--- src/rtl/spq_pkg.sv ---
`timescale 1ns / 1ps

package spq_pkg;

	// Fixed field widths
	localparam int KIND_W = 3;
	localparam int STAT_W = 3;
	localparam int POS_W  = 6;

	// Operation codes carried in the kind field
	typedef enum logic [KIND_W-1:0] {
		K_INSERT   = 3'd0,
		K_BEFORE   = 3'd1,
		K_AFTER    = 3'd2,
		K_REMOVE   = 3'd3,
		K_POP      = 3'd4,
		K_GET      = 3'd5,
		K_CONTAINS = 3'd6,
		K_CLEAR    = 3'd7
	} kind_t;

	// Result status codes
	localparam logic [STAT_W-1:0] STAT_OK       = 3'd0;
	localparam logic [STAT_W-1:0] STAT_NULL     = 3'd1;
	localparam logic [STAT_W-1:0] STAT_NOTFOUND = 3'd2;
	localparam logic [STAT_W-1:0] STAT_EMPTY    = 3'd3;
	localparam logic [STAT_W-1:0] STAT_FULL     = 3'd4;
	localparam logic [STAT_W-1:0] STAT_RANGE    = 3'd5;

	// Sequencer states
	typedef enum logic [3:0] {
		S_IDLE,
		S_DISPATCH,
		S_FIND_RD,
		S_FIND_CMP,
		S_UP_CHK,
		S_UP_CMP,
		S_READ_RD,
		S_READ_CAP,
		S_DN_CHK,
		S_DN_MOV,
		S_RESULT
	} state_t;

endpackage

--- src/rtl/spq_in_if.sv ---
`timescale 1ns / 1ps

interface spq_in_if #(
	parameter int HANDLE_BITS = 16,
	parameter int KEY_BITS    = 32
);
	logic                       valid;
	logic                       ready;
	logic [spq_pkg::KIND_W-1:0] kind;
	logic [HANDLE_BITS-1:0]     handle;
	logic [KEY_BITS-1:0]        key;
	logic [HANDLE_BITS-1:0]     ref_handle;
	logic [spq_pkg::POS_W-1:0]  position;

	modport source (output valid, kind, handle, key, ref_handle, position, input ready);
	modport sink (input valid, kind, handle, key, ref_handle, position, output ready);
endinterface

--- src/rtl/spq_out_if.sv ---
`timescale 1ns / 1ps

interface spq_out_if #(
	parameter int HANDLE_BITS = 16,
	parameter int KEY_BITS    = 32,
	parameter int LEN_BITS    = 7
);
	logic                       valid;
	logic                       ready;
	logic [spq_pkg::STAT_W-1:0] status;
	logic [HANDLE_BITS-1:0]     out_handle;
	logic [KEY_BITS-1:0]        out_key;
	logic                       found;
	logic [LEN_BITS-1:0]        length;

	modport source (output valid, status, out_handle, out_key, found, length, input ready);
	modport sink (input valid, status, out_handle, out_key, found, length, output ready);
endinterface

--- src/rtl/stable_priority_queue.sv ---
`timescale 1ns / 1ps

// Bounded ordered queue of handle/key entries held front to back in one RAM.
// in_ch carries one operation per beat (insert, insert before/after, remove,
// pop, get, contains, clear); out_ch returns exactly one result beat for each.
// cfg_we/cfg_wdata set ordered_mode (sorted insert when 1, tail append when 0);
// write it only while no operation is in flight.
// Clear and operations refused at dispatch finish without any RAM access;
// get reads one entry; searches walk the queue from the front; pop and
// remove shift the entries behind the removed one forward; inserts shift
// entries back from the tail until the new entry's slot is reached.
// Each entry visited passes through a RAM read state and then a
// compare/write state.
// One operation is in flight at a time; in_ch.ready is high while the
// sequencer is idle, also while a finished result still waits on out_ch.
// If out_ch stalls with a result pending, the next result is held inside
// until the pending beat is taken. Reset empties the queue, clears
// ordered_mode and drops any pending result; RAM contents are not cleared.
module stable_priority_queue #(
	parameter int DEPTH       = 64,
	parameter int KEY_BITS    = 32,
	parameter int HANDLE_BITS = 16
) (
	input  logic      clk,
	input  logic      arst_n,
	input  logic      cfg_we,
	input  logic      cfg_wdata,
	spq_in_if.sink    in_ch,
	spq_out_if.source out_ch
);
	import spq_pkg::*;

	localparam int AW    = $clog2(DEPTH);
	localparam int CNT_W = $clog2(DEPTH + 1);
	localparam int CMP_W = (CNT_W > POS_W) ? CNT_W : POS_W;
	localparam int EW    = HANDLE_BITS + KEY_BITS;

	// Entry store
	logic [EW-1:0] mem [DEPTH];
	logic [EW-1:0] rd_q;
	logic [AW-1:0] rd_addr;
	logic          wr_en;
	logic [AW-1:0] wr_addr;
	logic [EW-1:0] wr_data;

	state_t state_q, state_d;

	logic                   ordered_q;
	kind_t                  kind_q;
	logic [HANDLE_BITS-1:0] h_q;
	logic [KEY_BITS-1:0]    k_q;
	logic [HANDLE_BITS-1:0] rh_q;
	logic [POS_W-1:0]       pos_q;
	logic                   sort_q;
	logic [CNT_W-1:0]       cnt_q;
	logic [CNT_W-1:0]       idx_q;
	logic [CNT_W-1:0]       tgt_q;

	logic [STAT_W-1:0]      rs_status_q;
	logic [HANDLE_BITS-1:0] rs_handle_q;
	logic [KEY_BITS-1:0]    rs_key_q;
	logic                   rs_found_q;

	logic                   o_valid_q;
	logic [STAT_W-1:0]      o_status_q;
	logic [HANDLE_BITS-1:0] o_handle_q;
	logic [KEY_BITS-1:0]    o_key_q;
	logic                   o_found_q;
	logic [CNT_W-1:0]       o_len_q;

	logic                   in_acc;
	logic                   deliver;
	logic [HANDLE_BITS-1:0] rd_hdl;
	logic [KEY_BITS-1:0]    rd_key;
	logic [HANDLE_BITS-1:0] srch;
	logic                   hit;
	logic                   at_end;
	logic                   full;
	logic                   pos_bad;
	logic                   stop_here;
	logic [CNT_W-1:0]       idx_inc;

	// Shared compare unit and decoded conditions
	assign rd_hdl    = rd_q[EW-1:KEY_BITS];
	assign rd_key    = rd_q[KEY_BITS-1:0];
	assign srch      = (kind_q == K_BEFORE || kind_q == K_AFTER) ? rh_q : h_q;
	assign hit       = (rd_hdl == srch);
	assign at_end    = (idx_q == cnt_q);
	assign full      = (cnt_q == CNT_W'(DEPTH));
	assign pos_bad   = (CMP_W'(pos_q) >= CMP_W'(cnt_q));
	assign stop_here = sort_q && !(k_q < rd_key);
	assign idx_inc   = idx_q + 1'b1;
	assign in_acc    = in_ch.valid && in_ch.ready;
	assign deliver   = (state_q == S_RESULT) && (!o_valid_q || out_ch.ready);

	// Configuration register
	always_ff @(posedge clk or negedge arst_n) begin
		if (!arst_n) begin
			ordered_q <= 1'b0;
		end else if (cfg_we) begin
			ordered_q <= cfg_wdata;
		end
	end

	// Next state
	always_comb begin
		state_d = state_q;
		case (state_q)
			S_IDLE: begin
				if (in_acc) state_d = S_DISPATCH;
			end
			S_DISPATCH: begin
				case (kind_q)
					K_INSERT:
						state_d = (h_q == '0 || full) ? S_RESULT : S_UP_CHK;
					K_BEFORE, K_AFTER:
						state_d = (h_q == '0 || rh_q == '0) ? S_RESULT : S_FIND_RD;
					K_REMOVE, K_CONTAINS:
						state_d = (h_q == '0) ? S_RESULT : S_FIND_RD;
					K_POP:
						state_d = (cnt_q == '0) ? S_RESULT : S_READ_RD;
					K_GET:
						state_d = pos_bad ? S_RESULT : S_READ_RD;
					default:
						state_d = S_RESULT;
				endcase
			end
			S_FIND_RD: begin
				state_d = at_end ? S_RESULT : S_FIND_CMP;
			end
			S_FIND_CMP: begin
				if (!hit) begin
					state_d = S_FIND_RD;
				end else begin
					case (kind_q)
						K_REMOVE:          state_d = S_DN_CHK;
						K_BEFORE, K_AFTER: state_d = full ? S_RESULT : S_UP_CHK;
						default:           state_d = S_RESULT;
					endcase
				end
			end
			S_UP_CHK: begin
				state_d = (idx_q == tgt_q) ? S_RESULT : S_UP_CMP;
			end
			S_UP_CMP: begin
				state_d = stop_here ? S_RESULT : S_UP_CHK;
			end
			S_READ_RD: begin
				state_d = S_READ_CAP;
			end
			S_READ_CAP: begin
				state_d = (kind_q == K_POP) ? S_DN_CHK : S_RESULT;
			end
			S_DN_CHK: begin
				state_d = (idx_inc == cnt_q) ? S_RESULT : S_DN_MOV;
			end
			S_DN_MOV: begin
				state_d = S_DN_CHK;
			end
			S_RESULT: begin
				if (deliver) state_d = S_IDLE;
			end
			default: begin
				state_d = S_IDLE;
			end
		endcase
	end

	// Handshake, RAM address and write controls
	always_comb begin
		in_ch.ready = (state_q == S_IDLE);
		wr_en       = 1'b0;
		wr_addr     = AW'(idx_q);
		wr_data     = rd_q;
		rd_addr     = AW'(idx_q);
		case (state_q)
			S_UP_CHK: begin
				rd_addr = AW'(idx_q - 1'b1);
				if (idx_q == tgt_q) begin
					wr_en   = 1'b1;
					wr_data = {h_q, k_q};
				end
			end
			S_UP_CMP: begin
				wr_en = 1'b1;
				if (stop_here) wr_data = {h_q, k_q};
			end
			S_READ_RD: begin
				rd_addr = (kind_q == K_POP) ? '0 : AW'(pos_q);
			end
			S_DN_CHK: begin
				rd_addr = AW'(idx_inc);
			end
			S_DN_MOV: begin
				wr_en = 1'b1;
			end
			default: begin
			end
		endcase
	end

	// Entry RAM: one write port, one registered read port
	always_ff @(posedge clk) begin
		if (wr_en) mem[wr_addr] <= wr_data;
	end

	always_ff @(posedge clk) begin
		rd_q <= mem[rd_addr];
	end

	// Sequencer state and count
	always_ff @(posedge clk or negedge arst_n) begin
		if (!arst_n) begin
			state_q <= S_IDLE;
			cnt_q   <= '0;
		end else begin
			state_q <= state_d;
			case (state_q)
				S_DISPATCH: begin
					if (kind_q == K_CLEAR) cnt_q <= '0;
				end
				S_UP_CHK: begin
					if (idx_q == tgt_q) cnt_q <= cnt_q + 1'b1;
				end
				S_UP_CMP: begin
					if (stop_here) cnt_q <= cnt_q + 1'b1;
				end
				S_DN_CHK: begin
					if (idx_inc == cnt_q) cnt_q <= cnt_q - 1'b1;
				end
				default: begin
				end
			endcase
		end
	end

	// Operation datapath
	always_ff @(posedge clk) begin
		case (state_q)
			S_IDLE: begin
				if (in_acc) begin
					kind_q      <= kind_t'(in_ch.kind);
					h_q         <= in_ch.handle;
					k_q         <= in_ch.key;
					rh_q        <= in_ch.ref_handle;
					pos_q       <= in_ch.position;
					rs_status_q <= STAT_OK;
					rs_handle_q <= '0;
					rs_key_q    <= '0;
					rs_found_q  <= 1'b0;
				end
			end
			S_DISPATCH: begin
				idx_q  <= (kind_q == K_INSERT) ? cnt_q : '0;
				sort_q <= (kind_q == K_INSERT) && ordered_q;
				case (kind_q)
					K_INSERT: begin
						if (h_q == '0) begin
							rs_status_q <= STAT_NULL;
						end else if (full) begin
							rs_status_q <= STAT_FULL;
						end
						tgt_q <= ordered_q ? '0 : cnt_q;
					end
					K_BEFORE, K_AFTER: begin
						if (h_q == '0) begin
							rs_status_q <= STAT_NULL;
						end else if (rh_q == '0) begin
							rs_status_q <= STAT_NOTFOUND;
						end
					end
					K_REMOVE, K_CONTAINS: begin
						if (h_q == '0) rs_status_q <= STAT_NULL;
					end
					K_POP: begin
						if (cnt_q == '0) rs_status_q <= STAT_EMPTY;
					end
					K_GET: begin
						if (pos_bad) rs_status_q <= STAT_RANGE;
					end
					default: begin
					end
				endcase
			end
			S_FIND_RD: begin
				if (at_end && kind_q != K_CONTAINS) rs_status_q <= STAT_NOTFOUND;
			end
			S_FIND_CMP: begin
				if (!hit) begin
					idx_q <= idx_inc;
				end else begin
					case (kind_q)
						K_CONTAINS: begin
							rs_found_q <= 1'b1;
						end
						K_REMOVE: begin
							rs_handle_q <= rd_hdl;
							rs_key_q    <= rd_key;
						end
						default: begin
							if (full) begin
								rs_status_q <= STAT_FULL;
							end
							tgt_q <= (kind_q == K_AFTER) ? idx_inc : idx_q;
							idx_q <= cnt_q;
						end
					endcase
				end
			end
			S_UP_CMP: begin
				if (!stop_here) idx_q <= idx_q - 1'b1;
			end
			S_READ_CAP: begin
				rs_handle_q <= rd_hdl;
				rs_key_q    <= rd_key;
				idx_q       <= '0;
			end
			S_DN_MOV: begin
				idx_q <= idx_inc;
			end
			default: begin
			end
		endcase
	end

	// Result register towards out_ch
	always_ff @(posedge clk or negedge arst_n) begin
		if (!arst_n) begin
			o_valid_q <= 1'b0;
		end else if (deliver) begin
			o_valid_q <= 1'b1;
		end else if (out_ch.ready) begin
			o_valid_q <= 1'b0;
		end
	end

	always_ff @(posedge clk) begin
		if (deliver) begin
			o_status_q <= rs_status_q;
			o_handle_q <= rs_handle_q;
			o_key_q    <= rs_key_q;
			o_found_q  <= rs_found_q;
			o_len_q    <= cnt_q;
		end
	end

	assign out_ch.valid      = o_valid_q;
	assign out_ch.status     = o_status_q;
	assign out_ch.out_handle = o_handle_q;
	assign out_ch.out_key    = o_key_q;
	assign out_ch.found      = o_found_q;
	assign out_ch.length     = o_len_q;

	// Checks
	a_cnt_bound: assert property (@(posedge clk) disable iff (!arst_n)
		cnt_q <= CNT_W'(DEPTH))
		else $error("entry count beyond depth");

	a_no_insert_full: assert property (@(posedge clk) disable iff (!arst_n)
		(state_q == S_UP_CHK) |-> (cnt_q != CNT_W'(DEPTH)))
		else $error("insert sequence entered with queue full");

	a_cnt_step: assert property (@(posedge clk) disable iff (!arst_n)
		(cnt_q != $past(cnt_q)) |->
			(cnt_q == $past(cnt_q) + 1'b1 || cnt_q == $past(cnt_q) - 1'b1 || cnt_q == '0))
		else $error("entry count moved by more than one");

	a_accept_busy: assert property (@(posedge clk) disable iff (!arst_n)
		in_acc |=> (state_q == S_DISPATCH && !in_ch.ready))
		else $error("operation accepted without starting the sequencer");

endmodule

--- src/flat_wrapper.sv ---
// flat-port wrapper written by rule: the top's interface ports become plain ports
module stable_priority_queue_flat import spq_pkg::*;
#(
	parameter int DEPTH       = 64,
	parameter int KEY_BITS    = 32,
	parameter int HANDLE_BITS = 16
)
  (clk, arst_n, cfg_we, cfg_wdata, in_ch_valid, in_ch_kind, in_ch_handle, in_ch_key, in_ch_ref_handle, in_ch_position, in_ch_ready, out_ch_valid, out_ch_status, out_ch_out_handle, out_ch_out_key, out_ch_found, out_ch_length, out_ch_ready);
  spq_in_if #(.HANDLE_BITS(HANDLE_BITS), .KEY_BITS(KEY_BITS)) in_ch_i ();
  spq_out_if #(.HANDLE_BITS(HANDLE_BITS), .KEY_BITS(KEY_BITS), .LEN_BITS((7))) out_ch_i ();
  input  logic clk;
  input  logic arst_n;
  input  logic cfg_we;
  input  logic cfg_wdata;
  input wire logic [$bits(in_ch_i.valid)-1:0] in_ch_valid;
  input wire logic [$bits(in_ch_i.kind)-1:0] in_ch_kind;
  input wire logic [$bits(in_ch_i.handle)-1:0] in_ch_handle;
  input wire logic [$bits(in_ch_i.key)-1:0] in_ch_key;
  input wire logic [$bits(in_ch_i.ref_handle)-1:0] in_ch_ref_handle;
  input wire logic [$bits(in_ch_i.position)-1:0] in_ch_position;
  output wire logic [$bits(in_ch_i.ready)-1:0] in_ch_ready;
  output wire logic [$bits(out_ch_i.valid)-1:0] out_ch_valid;
  output wire logic [$bits(out_ch_i.status)-1:0] out_ch_status;
  output wire logic [$bits(out_ch_i.out_handle)-1:0] out_ch_out_handle;
  output wire logic [$bits(out_ch_i.out_key)-1:0] out_ch_out_key;
  output wire logic [$bits(out_ch_i.found)-1:0] out_ch_found;
  output wire logic [$bits(out_ch_i.length)-1:0] out_ch_length;
  input wire logic [$bits(out_ch_i.ready)-1:0] out_ch_ready;
  assign in_ch_i.valid = in_ch_valid;
  assign in_ch_i.kind = in_ch_kind;
  assign in_ch_i.handle = in_ch_handle;
  assign in_ch_i.key = in_ch_key;
  assign in_ch_i.ref_handle = in_ch_ref_handle;
  assign in_ch_i.position = in_ch_position;
  assign in_ch_ready = in_ch_i.ready;
  assign out_ch_valid = out_ch_i.valid;
  assign out_ch_status = out_ch_i.status;
  assign out_ch_out_handle = out_ch_i.out_handle;
  assign out_ch_out_key = out_ch_i.out_key;
  assign out_ch_found = out_ch_i.found;
  assign out_ch_length = out_ch_i.length;
  assign out_ch_i.ready = out_ch_ready;
  stable_priority_queue #(.DEPTH(DEPTH), .KEY_BITS(KEY_BITS), .HANDLE_BITS(HANDLE_BITS)) u_core (.clk(clk), .arst_n(arst_n), .cfg_we(cfg_we), .cfg_wdata(cfg_wdata), .in_ch(in_ch_i), .out_ch(out_ch_i));
endmodule
--- config.mk ---
export PLATFORM = sky130hd
export DESIGN_NAME = stable_priority_queue_flat
export DESIGN_NICKNAME = d
export VERILOG_FILES = /design/src/rtl/spq_pkg.sv /design/src/rtl/spq_in_if.sv /design/src/rtl/spq_out_if.sv /design/src/rtl/stable_priority_queue.sv /design/src/flat_wrapper.sv
export SDC_FILE = /design/constraint.sdc
export NUM_CORES = 2
export LEC_CHECK = 0
export BUFFER_PORTS_ARGS = -buffer_cell sky130_fd_sc_hd__buf_2
export CORE_UTILIZATION = 30
export DETAILED_ROUTE_END_ITERATION = 7
export PLACE_DENSITY_LB_ADDON = 0.12
export SYNTH_ARGS = -nofsm -noshare
export SYNTH_HDL_FRONTEND = slang
export SYNTH_SLANG_ARGS = --single-unit
--- constraint.sdc ---
create_clock -name clk -period 6.3 [get_ports clk]
set_input_delay 0.63 -clock clk [delete_from_list [all_inputs] [get_ports clk]]
set_output_delay 0.63 -clock clk [all_outputs]
set_load 0.005 [all_outputs]
==> impl_metrics.tcl <==
set metrics [dict create \
    num-nets-final 7871 \
    ir_drop_uv 457 \
    path_max_fanout 27 \
    fin_crit_ps 5450 \
    status "finished, final reports clean" \
    cp.required_ps 7190 \
    avgViaCountPerCell 5.32 \
    setup_tns_ps 0 \
    rows 241 \
    finalCritPeriodShare_pct 86.4 \
    grt_pass1_vias 72100 \
    arrival_ps 6340 \
    crit_type "flip-flop to flip-flop" \
    grt-ovfl-total 0 \
    max_stage_delay_ps 1060 \
    cts_tree "done" \
    cts_setup_buffers 0 \
    power_density_nw_per_um2 532 \
    dieWidth_um 660 \
    fill_cells 40500 \
    routed_wl_mm 478 \
    syn_nets 7376 \
    yosys.cell_types.count 83 \
    core_um2 431000 \
    avgSynthCellArea_um2 17.9 \
    grt_max_degree 124 \
    crit_top_cell "buf_4" \
    critical_path.endpoint "u_core.rd_q[27]$_DFF_P_" \
    drc 0 \
    grt_pass1_wl_mm 643 \
    drtIter0Drc 7925 \
    reg2regPathDepth 11 \
    htree_num_levels 5 \
    cts_buffers 362 \
    placed_area_um2 140000 \
    mappedNetlistArea_um2 130000 \
    cts-root-buf "clkbuf_16" \
    final_common_cell "edfxtp_1" \
    drv_cap 0 \
    via_count 73300 \
    rr_endpoint "u_core.rd_q[27]$_DFF_P_" \
    grt_usage_pct 21.5 \
    die_area_um2 435000 \
    num_io_pins 140 \
    synth_edf_count 3271 \
    portBuffers 139 \
    initial_utilization_pct 30.1 \
    async_flop_share_pct 0.390 \
    routedWlPerCell_um 34.7 \
    timing.reg2reg.setup_slack_ps 850 \
    antenna_found_initial 44 \
    gp_congestion 0.800 \
    yosysSeqAreaShare_pct 76.7 \
    ant_nets 0 \
    drive_above_1_share_pct 20.8 \
    area_growth_pct 18.1 \
    hold_path.class "input port to asynchronous set/reset pin" \
    slowest_stage "nor4_1" \
    fin_skew_ps 51.6 \
    layout_common_cells "edfxtp_1, nand2_1, mux4_2, clkbuf_16, nand3_1" \
    startpoint "u_core.state_q[0]$_DFFE_PN0P_" \
    worstSkewPairLatency_ps 980 \
    cts_buffer_depth 4 \
    synth_flop_cell "edfxtp_1" \
    slew_viol_final 0 \
    rsz0062_at_grt "no" \
    cp-start-kind "flip-flop" \
    tightest_slew_ps 1390 \
    place_hpwl_mm 271 \
    clkSlewWorstSetupHoldPaths_ps 60 \
    synthCells 7252 \
    yosysWarningCount 0 \
    first_pass_iters 8 \
    crit_chain "buf_4 > and4bb_2 > and2_0 > a22o_1 > or2_1 > buf_12 > nand3_2 > buf_4 > o32ai_1 > nor4_1 > and4_1" \
    synth_seq_cells 3332 \
    setup_viol 0 \
    die_h_um 660 \
    cts_sinks 3332 \
    slew_headroom_pct 6.43 \
    leakage_uw 0.0494 \
    cp-end-kind "flip-flop" \
    finalHoldViolCount 0 \
    fmax_mhz 184 \
    final_area_um2 153000 \
    r2r_start "u_core.state_q[0]$_DFFE_PN0P_" \
]
## critical path, delay by kind of cell, from the launching register on
| kind | cells | cell delay, ps |
|---|---|---|
| simple gates | 6 | 3310 |
| buf+inv | 3 | 980 |
| flops | 1 | 620 |
| compound gates | 2 | 410 |
## report_power, final
part | internal, uW | total [uW] | switching, uW
logic | 10300 | 30300 | 20000
registers | 28500 | 29600 | 1100
clock network | 12500 | 21500 | 9020
total | 51300 | 81400 | 30100
## area by class of cell
class                           instances  area (um2)  share of cell area (%)
Sequential cell                      3332       99500                    65.0
Multi-Input combinational cell       3440       28300                    18.5
Clock buffer                          447        9680                    6.32
Tap cell                             5710        7140                    4.67
Timing Repair Buffer                  557        6020                    3.93
Clock inverter                        220        2190                    1.43
Inverter                               54         208                   0.136
Antenna cell                           18        45.0                  0.0294
## registers in the layout, indices dropped and copies added, names as in the netlist, 3 cells and up
signal / flops
u_core.mem: 3072
u_core.rd_q: 48
u_core.k_q: 32
u_core.out_ch.out_key: 32
u_core.rs_key_q: 32
u_core.h_q: 16
u_core.out_ch.out_handle: 16
u_core.rh_q: 16
u_core.rs_handle_q: 16
u_core.cnt_q: 7
u_core.idx_q: 7
u_core.out_ch.length: 7
u_core.tgt_q: 7
u_core.pos_q: 6
u_core.state_q: 4
u_core.kind_q: 3
u_core.out_ch.status: 3
u_core.rs_status_q: 3
## metal layers
metal	up-vias	GRT usage [%]	wire length, um	share of wire, %
met1	40300	30.2	210000	44
met4	0	4.05	8850	1.9
met2	2657	35.8	230000	48
met3	500	2.98	28200	5.9
met5	-	0	0	0
li1	29900	-	-	-
## metrics by stage
step	setup WS [ps]	power, uW	hold WS (ps)	util, %	instances
2_1_floorplan	746	47800	334	-	7252
3_3_place_gp	952	60400	405	32.6	13000
3_5_place_dp	866	60600	405	32.6	13000
4_1_cts	866	82200	34.9	35.6	13800
5_1_grt	640	84700	103	35.6	13800
6_report	854	81400	115	35.6	13800
## cell usage after synthesis (44+ instances only)
cell type,instances,area share [%]
clkbuf_1,166,0.48
o21ai_0,146,0.56
nand2_1,1139,3.3
dfxtp_1,48,0.74
buf_1,48,0.14
mux2i_1,80,0.62
buf_2,125,0.48
a31oi_1,141,0.68
and3_1,168,0.81
inv_1,53,0.15
o22ai_1,71,0.34
edfxtp_1,3271,76
a221oi_1,90,0.61
mux4_2,510,8.9
a21oi_1,164,0.63
mux2_2,53,0.46
ha_1,44,0.42
nand3_1,283,1.1
nor2_1,166,0.48
## timing repair
| item | CTS | global route |
|---|---|---|
| resized for setup | 0 | 0 |
| hold endpoints to repair | 88 | 0 |
| hold buffers | 77 | 0 |
## kinds of logic (layout without fill, tap and decap cells)
kind of cell	count (synthesis)	in the layout	synth area share [%]
mux	650	650	10.1
other cells	0	18	0
fa+ha+maj	45	45	0.440
flops	3332	3332	76.7
buf+inv	480	1278	1.94
simple gates	1905	1905	6.50
compound gates	783	783	3.94
xor+xnor	57	57	0.385
## how the worst min path moves through the flow
stage,start,end,slack (ps)
floorplan,arst_n,u_core.cnt_q[0]$_DFFE_PN0P_,330
global placement,u_core.rs_key_q[20]$_SDFFCE_PN0P_,u_core.out_ch.out_key[20]$_DFFE_PP_,410
detailed placement,u_core.rs_handle_q[11]$_SDFFCE_PN0P_,u_core.out_ch.out_handle[11]$_DFFE_PP_,400
CTS,in_ch_valid,u_core.state_q[0]$_DFFE_PN0P_,30
global route,in_ch_valid,u_core.state_q[0]$_DFFE_PN0P_,100
finish,arst_n,u_core.cnt_q[2]$_DFFE_PN0P_,110
Note: power is estimated with default switching activity, not from simulation.
